[src/design/rhsi_pkg.sv]
// ----------------------------------------------------------------------------
// rhsi_pkg
// Shared types and constants for the RGB to HSI converter.
// ----------------------------------------------------------------------------
package rhsi_pkg;

    localparam int COMP_W   = 8;
    localparam int FRAC_W   = 6;
    localparam int HUE_W    = 15;
    localparam int SAT_W    = 13;
    localparam int INT_W    = 14;
    localparam int ANG_FRAC = 20;
    localparam int STEPS    = 26;
    localparam int VEC_W    = 44;
    localparam int ZW       = 30;
    localparam int SUM_W    = COMP_W + 2;
    localparam int NUM_W    = SUM_W + 7 + FRAC_W + 1;
    localparam int QDEPTH   = 4;

    localparam logic [30:0] SQRT3_Q30 = 31'd1859775393;

    typedef struct packed {
        logic             gray;
        logic             neg_x;
        logic             b_gt_g;
        logic [COMP_W:0]  xmag;
        logic [COMP_W-1:0] dmag;
        logic [SUM_W-1:0] sum;
        logic [COMP_W-1:0] mn;
    } item_t;

    typedef struct packed {
        logic             gray;
        logic             neg_x;
        logic             b_gt_g;
        logic [SUM_W-1:0] sum;
        logic [COMP_W-1:0] mn;
    } tag_t;

    function automatic logic [ZW-1:0] atan_deg(input logic [4:0] i);
        logic [ZW-1:0] v;
        begin
            unique case (i)
                5'd0: v = 30'd47185920;
                5'd1: v = 30'd27855475;
                5'd2: v = 30'd14718068;
                5'd3: v = 30'd7471121;
                5'd4: v = 30'd3750058;
                5'd5: v = 30'd1876857;
                5'd6: v = 30'd938658;
                5'd7: v = 30'd469357;
                5'd8: v = 30'd234682;
                5'd9: v = 30'd117342;
                5'd10: v = 30'd58671;
                5'd11: v = 30'd29335;
                5'd12: v = 30'd14668;
                5'd13: v = 30'd7334;
                5'd14: v = 30'd3667;
                5'd15: v = 30'd1833;
                5'd16: v = 30'd917;
                5'd17: v = 30'd458;
                5'd18: v = 30'd229;
                5'd19: v = 30'd115;
                5'd20: v = 30'd57;
                5'd21: v = 30'd29;
                5'd22: v = 30'd14;
                5'd23: v = 30'd7;
                5'd24: v = 30'd4;
                5'd25: v = 30'd2;
                default: v = '0;
            endcase
            return v;
        end
    endfunction

endpackage

[src/design/rhsi_queue.sv]
// ----------------------------------------------------------------------------
// rhsi_queue
// Short FIFO between front and back; the back always drains it.
// ----------------------------------------------------------------------------
module rhsi_queue
    import rhsi_pkg::*;
(
    input  logic  clk,
    input  logic  rst_n,
    input  logic  push,
    input  item_t din,
    output logic  pop_valid,
    output item_t dout
);

    item_t mem [QDEPTH];
    logic [1:0] wp_reg;
    logic [1:0] rp_reg;
    logic [2:0] cnt_reg;
    logic       valid_reg;
    item_t      dout_reg;

    always_ff @(posedge clk or negedge rst_n)
    begin
        if (!rst_n)
        begin
            wp_reg    <= '0;
            rp_reg    <= '0;
            cnt_reg   <= '0;
            valid_reg <= 1'b0;
        end
        else
        begin
            if (push)
                wp_reg <= wp_reg + 2'd1;
            if (cnt_reg != 3'd0)
                rp_reg <= rp_reg + 2'd1;
            cnt_reg   <= cnt_reg + 3'(push) - 3'(cnt_reg != 3'd0);
            valid_reg <= cnt_reg != 3'd0;
        end
    end

    always_ff @(posedge clk)
    begin
        if (push)
            mem[wp_reg] <= din;
        dout_reg <= mem[rp_reg];
    end

    assign pop_valid = valid_reg;
    assign dout      = dout_reg;

endmodule

[config.mk]
export PLATFORM = sky130hd
export DESIGN_NAME = rhsi_queue
export DESIGN_NICKNAME = d
export VERILOG_FILES = /design/src/design/rhsi_pkg.sv /design/src/design/rhsi_queue.sv
export SDC_FILE = /design/constraint.sdc
export NUM_CORES = 1
export LEC_CHECK = 0
export ABC_CLOCK_PERIOD_IN_PS = 2400
export BUFFER_PORTS_ARGS = -buffer_cell sky130_fd_sc_hd__buf_2
export CAP_MARGIN = 20
export CORE_UTILIZATION = 34
export DETAILED_ROUTE_END_ITERATION = 10
export GPL_ROUTABILITY_DRIVEN = 0
export PLACE_DENSITY_LB_ADDON = 0.1
export SLEW_MARGIN = 20
export SYNTH_ARGS = -nofsm -noshare
export SYNTH_HDL_FRONTEND = slang
export SYNTH_SLANG_ARGS = --single-unit
[constraint.sdc]
create_clock -name clk -period 2.4 [get_ports clk]
set_input_delay 0.12 -clock clk [delete_from_list [all_inputs] [get_ports clk]]
set_output_delay 0.12 -clock clk [all_outputs]
set_load 0.01 [all_outputs]
* Yosys cells after proc, flatten, opt, wreduce, memory -nomap -nowiden
Memory sizes are Yosys's and may differ from the RTL's. A register that Yosys moved wholly into a read port is not among the register bits. Cells that the tools add are included.
Storage, ports and cells: register bits 8, memory bits (writable) 152, input port bits 41, output and inout port bits 39, logic and storage cells 12, memories 1
Memory list:
- mem | words 4, width 38, rd ports 1, clocked after memory_dff 1, write ports 1, line rhsi_queue.sv:16 | item_t mem [QDEPTH];
Cells by class: $add $sub $neg 4, muxes and demuxes 2, reduce and logical (&&, ||, !) cells 1
Operator list (number):
- adder 2 x 1 -> 2 bit (second input constant) | 2
- adder 3 x 1 -> 3 bit | 1
- nonzero test 3 bit | 1
- subtractor 3 x 1 -> 3 bit | 1
- 2-to-1 mux 1 bit | 2

* Logic depth before layout (Yosys ltp)
word-level depth 2, depth in mapped cells 7

* Worst setup path after synthesis
No wires, ideal clock.
path kind register to register, start point register cnt_reg[1], end point register cnt_reg[2], setup time 123 ps, data arrival time 1890 ps, required time 2277 ps, slack 388 ps, cell stages (with the launch flop) 8, buffers on the path 0, clock period less this slack 2012 ps, path through dfrtp_1 or3_1 ha_1 inv_1 ha_1 fa_1 xnor2_1 xnor2_1
Between the ends: word-level cells in the longest chain between the ends 2
RTL lines:
- start, declared | line rhsi_queue.sv:19 | logic [2:0] cnt_reg;
- start signal, assigned | line rhsi_queue.sv:38 | cnt_reg <= cnt_reg + 3'(push) - 3'(cnt_reg != 3'd0);
- adder 3 x 1 -> 3 bit / nonzero test 3 bit (equally long branches) | line rhsi_queue.sv:38
- subtractor 3 x 1 -> 3 bit * | line rhsi_queue.sv:38
Every way passes the cells marked *; elsewhere a longest branch is shown, timed or not. A chain may end at the register's enable or synchronous reset.

* Worst setup path in the final report
Same ends and word-level chain as after synthesis.

==> implementation parameters <==
Parameter                              Value

Global routing
  Vias in the first global route    3196
  Initial antenna violation count    0
  Overall routing resource usage    0.124
  Global-route wire length before repair    17.8 mm
  Pin count of the biggest net entering global routing    39
  Global route overflow    0

Synth
  Sequential share of the synthesized area    0.824
  Mapped Nets    319
  Cell area after synthesis    6700 um2
  Post-synthesis area per instance    24.7 um2
  Number of distinct library cell variants in the gate-level netlist after synthesis    18
  Synth warnings    0
  Post-Synthesis Cells    271
  Yosys reg bits    198

Layout
  Number of nets in the layout    455
  Fraction of layout instances using a drive strength above 1    0.376
  Multi-input combinational cell area    1050 um2
  Leading cell types in the layout, fill and taps excluded    152 x edfxtp_1, 79 x buf_2, 40 x dlygate4sd3_1
  Max reg flops    152
  Antenna fix cells    0
  Layout overhead on the synthesized area    25.5%
  Sequential cell area in the final layout    5530 um2
  Most common library cell in the layout ignoring fill and taps    edfxtp_1
  Filler cells    1700
  Layout Cells excl Fill    680

Timing
  Share of the cycle needed by the critical path after routing    0.876
  Max Clock Freq    476 MHz
  Endpoints failing hold    0
  Setup repair after global routing missed its margin    false
  Least-Margin Pin Slew    0.571 ns
  Final setup violation count    0
  Final max-slew violation count    0
  Largest clock skew in the final design    0.00958 ns
  Setup TNS    0 ns
  Normalized max-slew margin    0.620
  Minimum period implied by the final worst setup slack    2.10 ns

Clocking
  Clock transition at path regs    0.07 ns
  TritonCTS clock tree    built
  Buffers inserted by post-CTS timing repair    0
  CTS HTree Levels    4
  Number of clock buffers inserted by TritonCTS    17
  Count of clock tree sinks    198
  Bufs on Longest Clock Path    2
  Clock insertion delay at the later pin of the skew report    0.42 ns
  CTS Root Cell    clkbuf_16

Detailed routing
  DRC violation count after routing    0
  Post-detailed-routing wire length    11.7 mm
  Pre-antenna DRT Iters    4
  Initial detailed-routing violation count    82
  Post-DRT Antenna Nets    0
  DR vias    2973
  Routed wire per std cell    17.1 um
  Detail-routed via count per cell    4.37

Pwr
  Share of total power in the clock network    0.271
  Net switching power of the design    0.00271 W
  Power Internal    0.00740 W
  Switching Share    0.268
  Worst IR Drop VDD    0.000630 V
  Power Total    0.0101 W
  Combinational share of power    0.238
  Share of power burned in registers    0.490
  Cell area power density    1200 nW/um2
  Leakage power    2.97 nW

Status
  Status    completed

Worst hold path
  Class of the tightest hold or removal check    in2async

Floorplan
  Initial standard-cell utilization of the core    0.353
  Die span in y    142 um
  Floorplan Core Area    19000 um2
  Boundary pin count    80
  Die footprint    20300 um2
  Cell Rows    50
  Horizontal extent of the die    142 um

Critical path
  Category of the worst setup path capture point    flip-flop
  CP Launch Type    flip-flop
  Crit Path Max Fanout    3
  Delay of the slowest cell on the worst path    0.43 ns
  Required time of the critical path    2.74 ns
  Path type of the worst setup path    reg2reg
  Crit Reg-Reg Startpoint    cnt_reg[1]
  Critical path startpoint    cnt_reg[1]
  Sequence of cells on the critical path    or3_1 -> ha_1 -> inv_1 -> ha_1 -> fa_1 -> xnor2_1 -> xnor2_1
  Highest-delay cell along the critical path    or3_1
  Data arrival time of the worst path    2.44 ns

Job
  Number of max-capacitance violations reported    0

Place
  Placed instance count    608
  Placed wire-length estimate    6.52 mm
  Number of port buffers    79
layout make-up:
| type | count | area share |
|---|---|---|
| multi-input cells | 58 | 0.124 |
| clock buffers | 20 | 0.0519 |
| inverters | 6 | 0.00268 |
| clock inverters | 12 | 0.0155 |
| repair buffers | 126 | 0.110 |
| well taps | 260 | 0.0387 |
| flip-flops and latches | 198 | 0.657 |
metal layers:
layer / routed length (um) / up-vias / GRT usage
li1: - / 1367 / -
met5: 0 / - / 0
met2: 5950 / 52 / 0.211
met4: 86 / 0 / 0.0441
met3: 472 / 6 / 0.0400
met1: 5140 / 1548 / 0.148
path summary, 6_finish.rpt:
check,slack (ns),endpoint,cells after the start
min reg2reg,0.55,wp_reg[0],1
max reg2reg,0.30,cnt_reg[2],7
min in group clk,0.45,mem[0][14],2
min,0.06,cnt_reg[2],2
max,0.30,cnt_reg[2],7
max in group asynchronous,2.15,rp_reg[0],2
synthesized netlist by cell type, drive strengths merged:
library cell / number / share of area
o31ai: 1 / 0.0011
o21ai: 1 / 0.00075
buf: 9 / 0.017
xnor2: 3 / 0.0039
dfxtp: 38 / 0.11
fa: 1 / 0.0030
or3: 1 / 0.00093
inv: 6 / 0.0034
ha: 6 / 0.011
dfrtp: 8 / 0.030
edfxtp: 152 / 0.68
nand2: 1 / 0.00056
xor2: 2 / 0.0026
and2: 4 / 0.0037
mux4: 38 / 0.13
what timing repair did:
item                      in CTS  in global routing
hold endpoints to repair     162                  0
hold buffers                  40                  0
resized for setup              0                  0
power groups by stage:
stage                     logic, W  clock network, W  registers (W)
after detailed placement   0.00245                 0        0.00506
after global routing       0.00264           0.00295        0.00506
after CTS                  0.00251           0.00283        0.00499
after floorplan            0.00153                 0        0.00510
after global placement     0.00243                 0        0.00504
final                      0.00241           0.00274        0.00496
logic make-up (layout without fill, tap and decap cells):
| family | count (synthesis) | after routing | synth area share |
|---|---|---|---|
| xor gates and xnor gates | 5 | 5 | 0.00653 |
| AOI/OAI and AO/OA | 2 | 2 | 0.00187 |
| buffers and inverters | 15 | 164 | 0.0203 |
| DFF | 198 | 198 | 0.824 |
| adders and majority gates | 7 | 7 | 0.0142 |
| and+or+nand+nor | 6 | 6 | 0.00523 |
| muxes | 38 | 38 | 0.128 |
per-stage QoR:
step                      hold WS, ns   util  area [um2]  worst slack [ns]
after floorplan                -0.176      -        6700             0.388
after CTS                      0.0429  0.443        8420             0.281
after global routing           0.0739  0.443        8420             0.196
after global placement        -0.0333  0.392        7450             0.347
after detailed placement      -0.0242  0.392        7450             0.296
final                          0.0616  0.443        8420             0.298
critical path: cells and delay by family (launching register included):
family | cells | cell delay [ns]
flops | 1 | 0.39
xor+xnor | 2 | 0.31
simple gates | 1 | 0.43
buf+inv | 1 | 0.04
fa+ha+maj | 3 | 0.85
(Power assumes the default switching activity.)
