[src/design/rhsi_pkg.sv]
// ----------------------------------------------------------------------------
// rhsi_pkg
// Shared types and constants for the RGB to HSI converter.
// ----------------------------------------------------------------------------
package rhsi_pkg;

    localparam int COMP_W   = 8;
    localparam int FRAC_W   = 6;
    localparam int HUE_W    = 15;
    localparam int SAT_W    = 13;
    localparam int INT_W    = 14;
    localparam int ANG_FRAC = 20;
    localparam int STEPS    = 26;
    localparam int VEC_W    = 44;
    localparam int ZW       = 30;
    localparam int SUM_W    = COMP_W + 2;
    localparam int NUM_W    = SUM_W + 7 + FRAC_W + 1;
    localparam int QDEPTH   = 4;

    localparam logic [30:0] SQRT3_Q30 = 31'd1859775393;

    typedef struct packed {
        logic             gray;
        logic             neg_x;
        logic             b_gt_g;
        logic [COMP_W:0]  xmag;
        logic [COMP_W-1:0] dmag;
        logic [SUM_W-1:0] sum;
        logic [COMP_W-1:0] mn;
    } item_t;

    typedef struct packed {
        logic             gray;
        logic             neg_x;
        logic             b_gt_g;
        logic [SUM_W-1:0] sum;
        logic [COMP_W-1:0] mn;
    } tag_t;

    function automatic logic [ZW-1:0] atan_deg(input logic [4:0] i);
        logic [ZW-1:0] v;
        begin
            unique case (i)
                5'd0: v = 30'd47185920;
                5'd1: v = 30'd27855475;
                5'd2: v = 30'd14718068;
                5'd3: v = 30'd7471121;
                5'd4: v = 30'd3750058;
                5'd5: v = 30'd1876857;
                5'd6: v = 30'd938658;
                5'd7: v = 30'd469357;
                5'd8: v = 30'd234682;
                5'd9: v = 30'd117342;
                5'd10: v = 30'd58671;
                5'd11: v = 30'd29335;
                5'd12: v = 30'd14668;
                5'd13: v = 30'd7334;
                5'd14: v = 30'd3667;
                5'd15: v = 30'd1833;
                5'd16: v = 30'd917;
                5'd17: v = 30'd458;
                5'd18: v = 30'd229;
                5'd19: v = 30'd115;
                5'd20: v = 30'd57;
                5'd21: v = 30'd29;
                5'd22: v = 30'd14;
                5'd23: v = 30'd7;
                5'd24: v = 30'd4;
                5'd25: v = 30'd2;
                default: v = '0;
            endcase
            return v;
        end
    endfunction

endpackage

[src/design/rhsi_front.sv]
// ----------------------------------------------------------------------------
// rhsi_front
// Accepts pixels and classifies them: gray test, chroma vector, sum, min.
// ----------------------------------------------------------------------------
module rhsi_front
    import rhsi_pkg::*;
(
    input  logic              clk,
    input  logic              rst_n,
    input  logic              take,
    input  logic [COMP_W-1:0] red,
    input  logic [COMP_W-1:0] green,
    input  logic [COMP_W-1:0] blue,
    output logic              item_valid,
    output item_t             item
);

    logic        valid_reg;
    item_t       item_reg;
    item_t       item_next;
    logic signed [COMP_W+2:0] xs;
    logic [COMP_W-1:0] m0;

    always_comb
    begin
        xs = $signed({2'b00, red, 1'b0}) - $signed({3'b000, green})
             - $signed({3'b000, blue});
        m0 = (green < red) ? green : red;
        item_next.gray   = (red == green) && (green == blue);
        item_next.neg_x  = xs[COMP_W+2];
        item_next.b_gt_g = blue > green;
        item_next.xmag   = xs[COMP_W+2] ? COMP_W'(0) + (COMP_W+1)'(-xs)
                                        : (COMP_W+1)'(xs);
        item_next.dmag   = (blue > green) ? blue - green : green - blue;
        item_next.sum    = SUM_W'(red) + SUM_W'(green) + SUM_W'(blue);
        item_next.mn     = (blue < m0) ? blue : m0;
    end

    always_ff @(posedge clk or negedge rst_n)
    begin
        if (!rst_n)
            valid_reg <= 1'b0;
        else
            valid_reg <= take;
    end

    always_ff @(posedge clk)
    begin
        if (take)
            item_reg <= item_next;
    end

    assign item_valid = valid_reg;
    assign item       = item_reg;

endmodule

[config.mk]
export PLATFORM = sky130hd
export DESIGN_NAME = rhsi_front
export DESIGN_NICKNAME = d
export VERILOG_FILES = /design/src/design/rhsi_pkg.sv /design/src/design/rhsi_front.sv
export SDC_FILE = /design/constraint.sdc
export NUM_CORES = 1
export LEC_CHECK = 0
export BUFFER_PORTS_ARGS = -buffer_cell sky130_fd_sc_hd__buf_2
export CAP_MARGIN = 20
export CORE_UTILIZATION = 28
export CTS_BUF_LIST = sky130_fd_sc_hd__clkbuf_4 sky130_fd_sc_hd__clkbuf_8
export CTS_CLUSTER_SIZE = 12
export DETAILED_ROUTE_END_ITERATION = 8
export PLACE_DENSITY = 0.42
export SLEW_MARGIN = 25
export SYNTH_ARGS = -nofsm -noshare
export SYNTH_HDL_FRONTEND = slang
export SYNTH_SLANG_ARGS = --single-unit
[constraint.sdc]
create_clock -name clk -period 1.3 [get_ports clk]
set_input_delay 0.065 -clock clk [delete_from_list [all_inputs] [get_ports clk]]
set_output_delay 0.065 -clock clk [all_outputs]
set_load 0.02 [all_outputs]
# [Word-level counts from Yosys, hierarchy flattened]
# Index checks and enable logic that the tools add are counted.
[classes] add_sub_neg=7 magnitude_cmp=3 n_eq_ne=2 mux=4 n_reduce_logical=1
[ops] op="$mux W8" n=3
[ops] op="$eq A8 B8 Y1" n=2
[ops] op="$lt A8 B8 Y1" n=2
[ops] op="$sub A8 B8 Y8" n=2
[ops] op="$sub A10 B9 Y11" n=1
[ops] op="$add A9 B8 Y10" n=1
[ops] op="$sub A9 B8 Y10" n=1
[ops] op="$add A8 B8 Y9" n=1
[ops] op="$mux W9" n=1
[ops] op="$neg A9 Y9" n=1
[ops] op="$gt A8 B8 Y1" n=1
[ops] op="$logic_and A1 B1 Y1" n=1
[totals] regBits=39 input_bits=27 out_inout_bits=39 elab_cells=25

# [Longest topological paths before layout]
# Gate-level depths: netlist of run 1.
[depth] ltp_word=4 ltp_mapped=16 ltp_nobuf=15

# [Least setup slack after synthesis of run 1]
# OpenSTA, ideal clock, no wires.
[synth_path] kind="input to register" from="input red[1]" to="register item_reg, in the netlist item[0], data pin" arrival_ps=3068 required_time_ps=1040 setup_slack_ps=-2028 path_stages=15 cell_sequence="inv_1 ha_1 nor2b_1 o21a_1 o21ai_0 a21o_1 nand2_1 clkbuf_1 a21oi_1 ha_1 a21o_1 a21o_1 a221o_1 a31oi_4 mux2_2"
[synth_lines] item="from (decl)" line="rhsi_front.sv:11" source="input logic [COMP_W-1:0] red,"
[synth_lines] item="to (signal assigned)" line="rhsi_front.sv:50" source="item_reg <= item_next;"
[synth_lines] item="to (decl)" line="rhsi_front.sv:19" source="item_t item_reg;"

==> qor.yml, run 1 <==
yosysWarningCount: 0
final.period_utilization: 2.14
route.detailed.vias_per_inst: 4.47
power.density_nw_per_um2: 1120
post-synth-top-area-cell: "edfxtp_1"
postLayoutSetupSlackWorst_ns: -1.49
clk_pin_slew_worst_paths_ns: 0.09
grt_overflow: 0
synth-seq-cells: 38
syn_area_per_cell_um2: 10.3
synth.lib_cells_used.distinct: 54
routed_wire_length_per_instance_um: 14.9
gp_routability_congestion: 0.833
placement.cell_area_um2: 5350
area_delta_synth_final_pct: 71.1
fmaxAchievable_mhz: 359
clockRootBuffer: "clkbuf_8"
antenna_violating_nets_post_route: 0
drt_pre_antenna_iters: 4
remaining_drc_errors: 0
rsz_0062_raised_after_global_routing: "yes"
grt_util_met2: 0.302
fin_setup_tns_ns: -35.60
comb_power_share: 0.579
ys_top_cells_by_count: "52 x ha_1, 44 x inv_1, 37 x edfxtp_1"
layout.cell_area.non_filler_um2: 6130
run_status: "complete, but fails checks"
critPathRequiredTime_ns: 1.38
preCtsSetupSlack_ns: -1.91
ys_seq_area_frac: 0.317
globalRoute.busiestLayer: "met2"
hold_viol_final: 0
crit_arrival_ns: 2.86
synth_top_flop_cell: "edfxtp_1"
post-place-cells: 712
cellInternalPower_uw: 4340
post_syn_instances: 347
clock_tree_from_tritoncts: "built"
grt_util_met1: 0.237
critPathKind: "in2reg"
period_needed_ns: 2.79
number_of_flops_mapped_to_enable_cells_by_yosys: 37
tritoncts.num_buffers: 5
postRouteWirelength_um: 11200
worst-slew-pin-transition_ns: 0.323
slew_headroom: 0.783
htree_levels: 2
power.net_switching_uw: 2550
die-width_um: 115
clockBufferDepth: 2
postSynth.asyncResetShare: 0.0263
pin_count: 66
netSwitchingFraction: 0.370
critical_path.startpoint_type: "input pin"
post_layout_nonfiller_instances: 748
core_region_area_um2: 12300
die_area_um2: 13200
number_of_flip_flops_under_the_largest_register_name: 37
proportion_of_layout_cells_with_a_drive_suffix_above_1: 0.571
synth_top_cells_by_area: "edfxtp_1 31%, ha_1 18%, fa_1 7.3%"
largest_driver_fanout_on_the_critical_path: 5
initial_core_util: 0.292
first_global_vias: 3440
timing.hold.worst.class: "in2async"
io_buffer_count: 65
place_hpwl_um: 8980
track_usage: 0.180
grt_first_pass_wirelength_um: 17700
synth_top_cell_area_share: 0.310
finish.utilization: 0.500
grt_antenna_before_repair: 0
final_nets: 671
clock-sinks: 38
peak_ir_drop_on_the_vdd_network_mv: 0.547
drt_first_iter_violations: 86
die_height_um: 115
synth_fp_nets: 439
synth_area_um2: 3580
report.final.setup_viol: 34
core.rowCount: 40
leakage_power_uw: 0.00284
drv.max_cap_violation_count: 0
report.final.slew_viol_count: 0
worst_setup_path_startpoint: "green[1]"
synth.most_common_cell: "ha_1"
antenna-diode-count: 0
violations: "negative setup slack"
num_vias: 3345
grt_max_degree: 21
clockPowerShare: 0.158
global_route.usage.met3: 0.0369
power.share.sequential: 0.263
timing.critical_path.to_type: "flip-flop"
-- cell families (layout without fill, tap and decap cells) --
logic type	count (synthesis)	in the layout	synth area share
buffers and inverters	47	279	0.0535
AND/OR/NAND/NOR	79	80	0.109
flip-flops	38	38	0.317
multiplexers	16	16	0.0472
adder cells (fa/ha/maj)	65	65	0.254
XOR/XNOR	25	25	0.0611
AO/OA/AOI/OAI	77	77	0.158
-- cell usage in the layout, fill, tap and decap left out, drive strengths merged, types with 7 or more instances in the layout --
master,instances
inv,40
edfxtp,37
o21ai,17
a21o,7
buf,226
nor2b,7
nand2,15
nor2,29
xnor2,19
mux2i,12
a21oi,23
ha,52
nor3,8
fa,13
-- stage by stage --
step                hold slack (ns)  total power (µW)
floorplan                    -0.231              3800
global placement             -0.160              5180
detailed placement           -0.159              5210
CTS                          0.0207              6700
global route                 0.0471              7340
finish                       0.0377              6890
-- cell type report --
type | count | area, µm²
clock buffers | 5 | 68.8
clock inverters | 3 | 40.0
fillers | 1162 | 6130
inverters | 44 | 208
multi-input cells | 263 | 2750
flip-flops and latches | 38 | 1140
well taps | 168 | 210
repair buffers | 227 | 1710
-- critical path, stage by stage --
cell and delay (ns):
buf_8 0.10, buf_6 0.11, ha_4 0.21, nor2b_4 0.12, o21a_1 0.17, o21ai_2 0.16
a21o_1 0.21, nand2_4 0.11, nor2_4 0.10, a21oi_2 0.05, ha_1 0.29, a21o_1 0.16
a21o_1 0.17, a221o_1 0.33, a31oi_4 0.20, mux2_4 0.31
-- final timing paths --
path	endpoint	slack, ns	depth (start not counted)
worst min-delay path	item_valid	0.04	2
max in group asynchronous	item_valid	1.18	2
min in group clk	item_valid	0.13	2
worst max-delay path	item[0]	-1.49	16
-- power groups by stage --
stage                     registers, µW  clock network, µW  logic (µW)
after floorplan                    2200                  0        1600
after global placement             1840                  0        3340
after detailed placement           1840                  0        3370
after CTS                          1820               1140        3740
after global routing               1830               1170        4340
final                              1810               1090        3980
-- metal layers --
layer	up-vias	share of wire	routed length [µm]
met1	1586	0.48	5370
met2	49	0.48	5340
met3	8	0.030	335
met5	-	0	0
li1	1702	-	-
met4	0	0.012	129
-- repair_timing --
item                                   CTS  global route
gates cloned                             1             0
setup endpoints to repair               34            34
pin swaps                               29            34
setup buffers                           23            14
hold buffers                             1             0
endpoints found under the hold margin    1             0
gates resized for setup                 63            46
Power figures use the tool's default switching activity.
==> inputs of run 2 (changes only) <==
--- a/config.mk
+++ b/config.mk
@@ -7,11 +7,12 @@
 export LEC_CHECK = 0
 export BUFFER_PORTS_ARGS = -buffer_cell sky130_fd_sc_hd__buf_2
 export CAP_MARGIN = 20
-export CORE_UTILIZATION = 28
+export CORE_UTILIZATION = 55
 export CTS_BUF_LIST = sky130_fd_sc_hd__clkbuf_4 sky130_fd_sc_hd__clkbuf_8
 export CTS_CLUSTER_SIZE = 12
 export DETAILED_ROUTE_END_ITERATION = 8
-export PLACE_DENSITY = 0.42
+export PLACE_DENSITY = 0.75
+export REMOVE_ABC_BUFFERS = 1
 export SLEW_MARGIN = 25
 export SYNTH_ARGS = -nofsm -noshare
 export SYNTH_HDL_FRONTEND = slang
==> run 2 against run 1 <==
The run now fails in global routing. Area after synthesis is the same. Synthesized cell count did not move.
==> qor.yml, run 2 <==
post_synth_fa_ha_maj_area_fraction: 0.254
synth.lib_cells_used.distinct: 54
worst_endpoint: "item[34]$_DFFE_PP_/D"
synth-seq-cells: 38
lastStage: "global routing"
synthSimpleGateAreaFrac: 0.109
io_buffer_count: 65
ys_top_cells_by_count: "52 x ha_1, 44 x inv_1, 37 x edfxtp_1"
die-width_um: 82.7
post_syn_instances: 347
gp_routability_congestion: 0.889
tool.error: "[ERROR GRT-0232] Routing congestion too high. Check the congestion heatmap in the GUI."
pin_count: 66
place_hpwl_um: 7680
synth_area_um2: 3580
share_of_the_synthesized_netlist_area_taken_by_xor_and_xnor_gates: 0.0611
syn_area_per_cell_um2: 10.3
ys_seq_area_frac: 0.317
tritoncts.num_buffers: 5
worst-ep-kind: "register data pin"
clockRootBuffer: "clkbuf_8"
synth_top_flop_cell: "edfxtp_1"
clockBufferDepth: 2
synth_mux_area_frac: 0.0472
clock-sinks: 38
core.rowCount: 29
synth_top_family_by_area: "adder cells"
grt_overflow: 21
synth.most_common_cell: "ha_1"
synth_compound_gate_area_share: 0.158
postSynth.asyncResetShare: 0.0263
number_of_flops_mapped_to_enable_cells_by_yosys: 37
grt_max_degree: 39
synth_top_cells_by_area: "edfxtp_1 31%, ha_1 18%, fa_1 7.3%"
initial_core_util: 0.567
preCtsSetupSlack_ns: -2.10
run_status: "did not finish"
post-synth-top-area-cell: "edfxtp_1"
htree_levels: 2
die_height_um: 82.7
yosysWarningCount: 0
track_usage: 0.752
post-place-cells: 604
synth_top_cell_area_share: 0.310
run 2: cell counts after synthesis:
Identical to the previous run, type by type.
run 2: through the flow:
stage,area [µm²],hold WS [ns],TNS [ns],utilization
after CTS,5600,0.0621,-33.35,0.886
after detailed placement,4870,-0.159,-51.18,0.772
after global placement,4870,-0.161,-49.22,0.772
after floorplan,3550,-0.231,-39.75,-
run 2: layer usage:
metal	overflow	GRT usage
met1	0	0.764
met5	0	0.108
met4	9	0.762
met3	2	0.613
met2	10	0.898
run 2: cell families after synthesis:
logic type                 count (synthesis)
and+or+nand+nor                           79
xor gates and xnor gates                  25
DFF                                       38
buffers and inverters                     47
AOI/OAI and AO/OA                         77
adders and majority gates                 65
muxes                                     16
run 2: what timing repair did:
item,CTS
endpoints found under the setup margin,34
hold buffers,1
buffers inserted,24
cloned,2
resized for setup,103
pin swaps,61
endpoints found under the hold margin,1
==> inputs of run 3 (changes only) <==
--- a/config.mk
+++ b/config.mk
@@ -7,11 +7,9 @@
 export LEC_CHECK = 0
 export BUFFER_PORTS_ARGS = -buffer_cell sky130_fd_sc_hd__buf_2
 export CAP_MARGIN = 20
-export CORE_UTILIZATION = 55
-export CTS_BUF_LIST = sky130_fd_sc_hd__clkbuf_4 sky130_fd_sc_hd__clkbuf_8
-export CTS_CLUSTER_SIZE = 12
+export CORE_UTILIZATION = 40
 export DETAILED_ROUTE_END_ITERATION = 8
-export PLACE_DENSITY = 0.75
+export PLACE_DENSITY_LB_ADDON = 0.15
 export REMOVE_ABC_BUFFERS = 1
 export SLEW_MARGIN = 25
 export SYNTH_ARGS = -nofsm -noshare
==> run 3 against run 2 <==
The flow now finishes, with violations (negative setup slack).
==> qor.yml, run 3 (synthesis results as in run 1) <==
final.fill_count: 639
report.final.setup_viol: 34
comb_power_share: 0.602
die_height_um: 96.6
critPathRequiredTime_ns: 1.36
drv.max_cap_violation_count: 0
netSwitchingFraction: 0.377
violations: "negative setup slack"
crit_arrival_ns: 2.84
run_status: "complete, but fails checks"
initial_core_util: 0.413
drt_first_iter_violations: 116
critical_path.slowest_cell: "a221o_1"
clockBufferDepth: 2
worst-slew-pin-transition_ns: 0.655
peak_ir_drop_on_the_vdd_network_mv: 0.562
cp_cell_sequence: "buf_8 -> ha_4 -> nor2b_1 -> o21a_1 -> o21ai_2 -> a21o_1 -> buf_6 -> nand2_8 -> nor2_1 -> a21oi_2 -> ha_1 -> and4_1 -> a221o_1 -> a31oi_4 -> mux2_4"
fin_setup_tns_ns: -35.00
remaining_drc_errors: 0
io_buffer_count: 65
gp_routability_congestion: 0.894
critical_path.startpoint_type: "input pin"
timing.critical_path.to_type: "flip-flop"
pin_count: 66
place_hpwl_um: 7650
num_vias: 3474
finish.utilization: 0.703
timing.hold.worst.class: "in2async"
antenna_violating_nets_post_route: 0
power.share.sequential: 0.273
grt_antenna_before_repair: 0
track_usage: 0.235
period_needed_ns: 2.78
die-width_um: 96.6
route.detailed.vias_per_inst: 5.05
clk_pin_slew_worst_paths_ns: 0.09
critical-path-max-stage-delay_ns: 0.39
grt_first_pass_wirelength_um: 17400
clock-sinks: 38
power.density_nw_per_um2: 1080
leakage_power_uw: 0.00285
htree_levels: 2
slew_headroom: 0.560
fmaxAchievable_mhz: 360
proportion_of_layout_cells_with_a_drive_suffix_above_1: 0.564
grt_max_degree: 39
rsz_0062_raised_after_global_routing: "yes"
grt_overflow: 0
clockRootBuffer: "clkbuf_8"
number_of_flip_flops_under_the_largest_register_name: 37
core.rowCount: 34
final_nets: 671
tritoncts.num_buffers: 5
drt_pre_antenna_iters: 4
most-common-layout-cells: "128 x buf_4, 57 x buf_2, 38 x ha_1"
clockPowerShare: 0.125
core_region_area_um2: 8680
first_global_vias: 3669
power.net_switching_uw: 2490
final.period_utilization: 2.14
die_area_um2: 9330
area_delta_synth_final_pct: 70.4
antenna-diode-count: 0
largest_driver_fanout_on_the_critical_path: 4
hold_viol_final: 0
routed_wire_length_per_instance_um: 16.1
report.final.slew_viol_count: 0
critPathKind: "in2reg"
layout_commonest_cell: "buf_4"
clock_tree_from_tritoncts: "built"
postLayoutSetupSlackWorst_ns: -1.48
cellInternalPower_uw: 4110
worst_setup_path_startpoint: "green[1]"
postRouteWirelength_um: 11100
[run 3: worst max path at each step]
| stage | to | slack (ns) | cells after the start |
|---|---|---|---|
| 6_report | item[0] | -1.48 | 15 |
| 5_1_grt | item[0] | -1.54 | 16 |
| 4_1_cts | item[0] | -1.44 | 15 |
| 3_5_place_dp | item[0] | -2.05 | 15 |
| 3_3_place_gp | item[34] | -2.00 | 16 |
| 2_1_floorplan | item[0] | -1.97 | 14 |
[run 3: power by group through the flow]
stage | registers, µW | logic, µW | clock network [µW]
final | 1800 | 3970 | 823
after CTS | 1800 | 3650 | 834
after global placement | 1820 | 3090 | 0
after detailed placement | 1830 | 3150 | 0
after global routing | 1830 | 4290 | 897
after floorplan | 2200 | 1410 | 0
[run 3: critical path: cells and delay by family]
kind            cells  cell delay (ns)
buf+inv             2             0.24
compound gates      6             1.19
fa+ha+maj           2             0.51
simple gates        4             0.51
mux                 1             0.31
[run 3: repair_timing]
item	4_1_cts	5_1_grt
hold buffers	1	0
cloned	2	0
hold endpoints to repair	1	0
setup buffers	21	20
endpoints found under the setup margin	34	34
pin swaps	73	58
gates resized for setup	120	52
[run 3: cell type report]
type	count	area, µm²	share of cell area
repair buffers	226	1740	0.285
inverters	44	175	0.0287
multi-input cells	264	2840	0.465
clock inverters	3	11.3	0.00185
flip-flops and latches	38	1140	0.186
clock buffers	5	68.8	0.0113
well taps	108	135	0.0221
[run 3: routing by layer]
| metal | vias up | track usage | routed length, µm |
|---|---|---|---|
| met3 | 29 | 0.0282 | 489 |
| met5 | - | 0 | 0 |
| met4 | 0 | 0.0792 | 307 |
| met1 | 1644 | 0.293 | 4760 |
| li1 | 1706 | - | - |
| met2 | 95 | 0.420 | 5540 |
[run 3: through the flow]
stage | setup slack [ns] | hold WS, ns | area, µm² | power, µW | cells
floorplan | -1.97 | -0.231 | 3550 | 3610 | 344
global placement | -2.00 | -0.160 | 4970 | 4910 | 642
detailed placement | -2.05 | -0.160 | 4970 | 4970 | 642
CTS | -1.44 | 0.0629 | 5740 | 6290 | 673
global route | -1.54 | 0.0721 | 6100 | 7020 | 688
finish | -1.48 | 0.0663 | 6100 | 6600 | 688
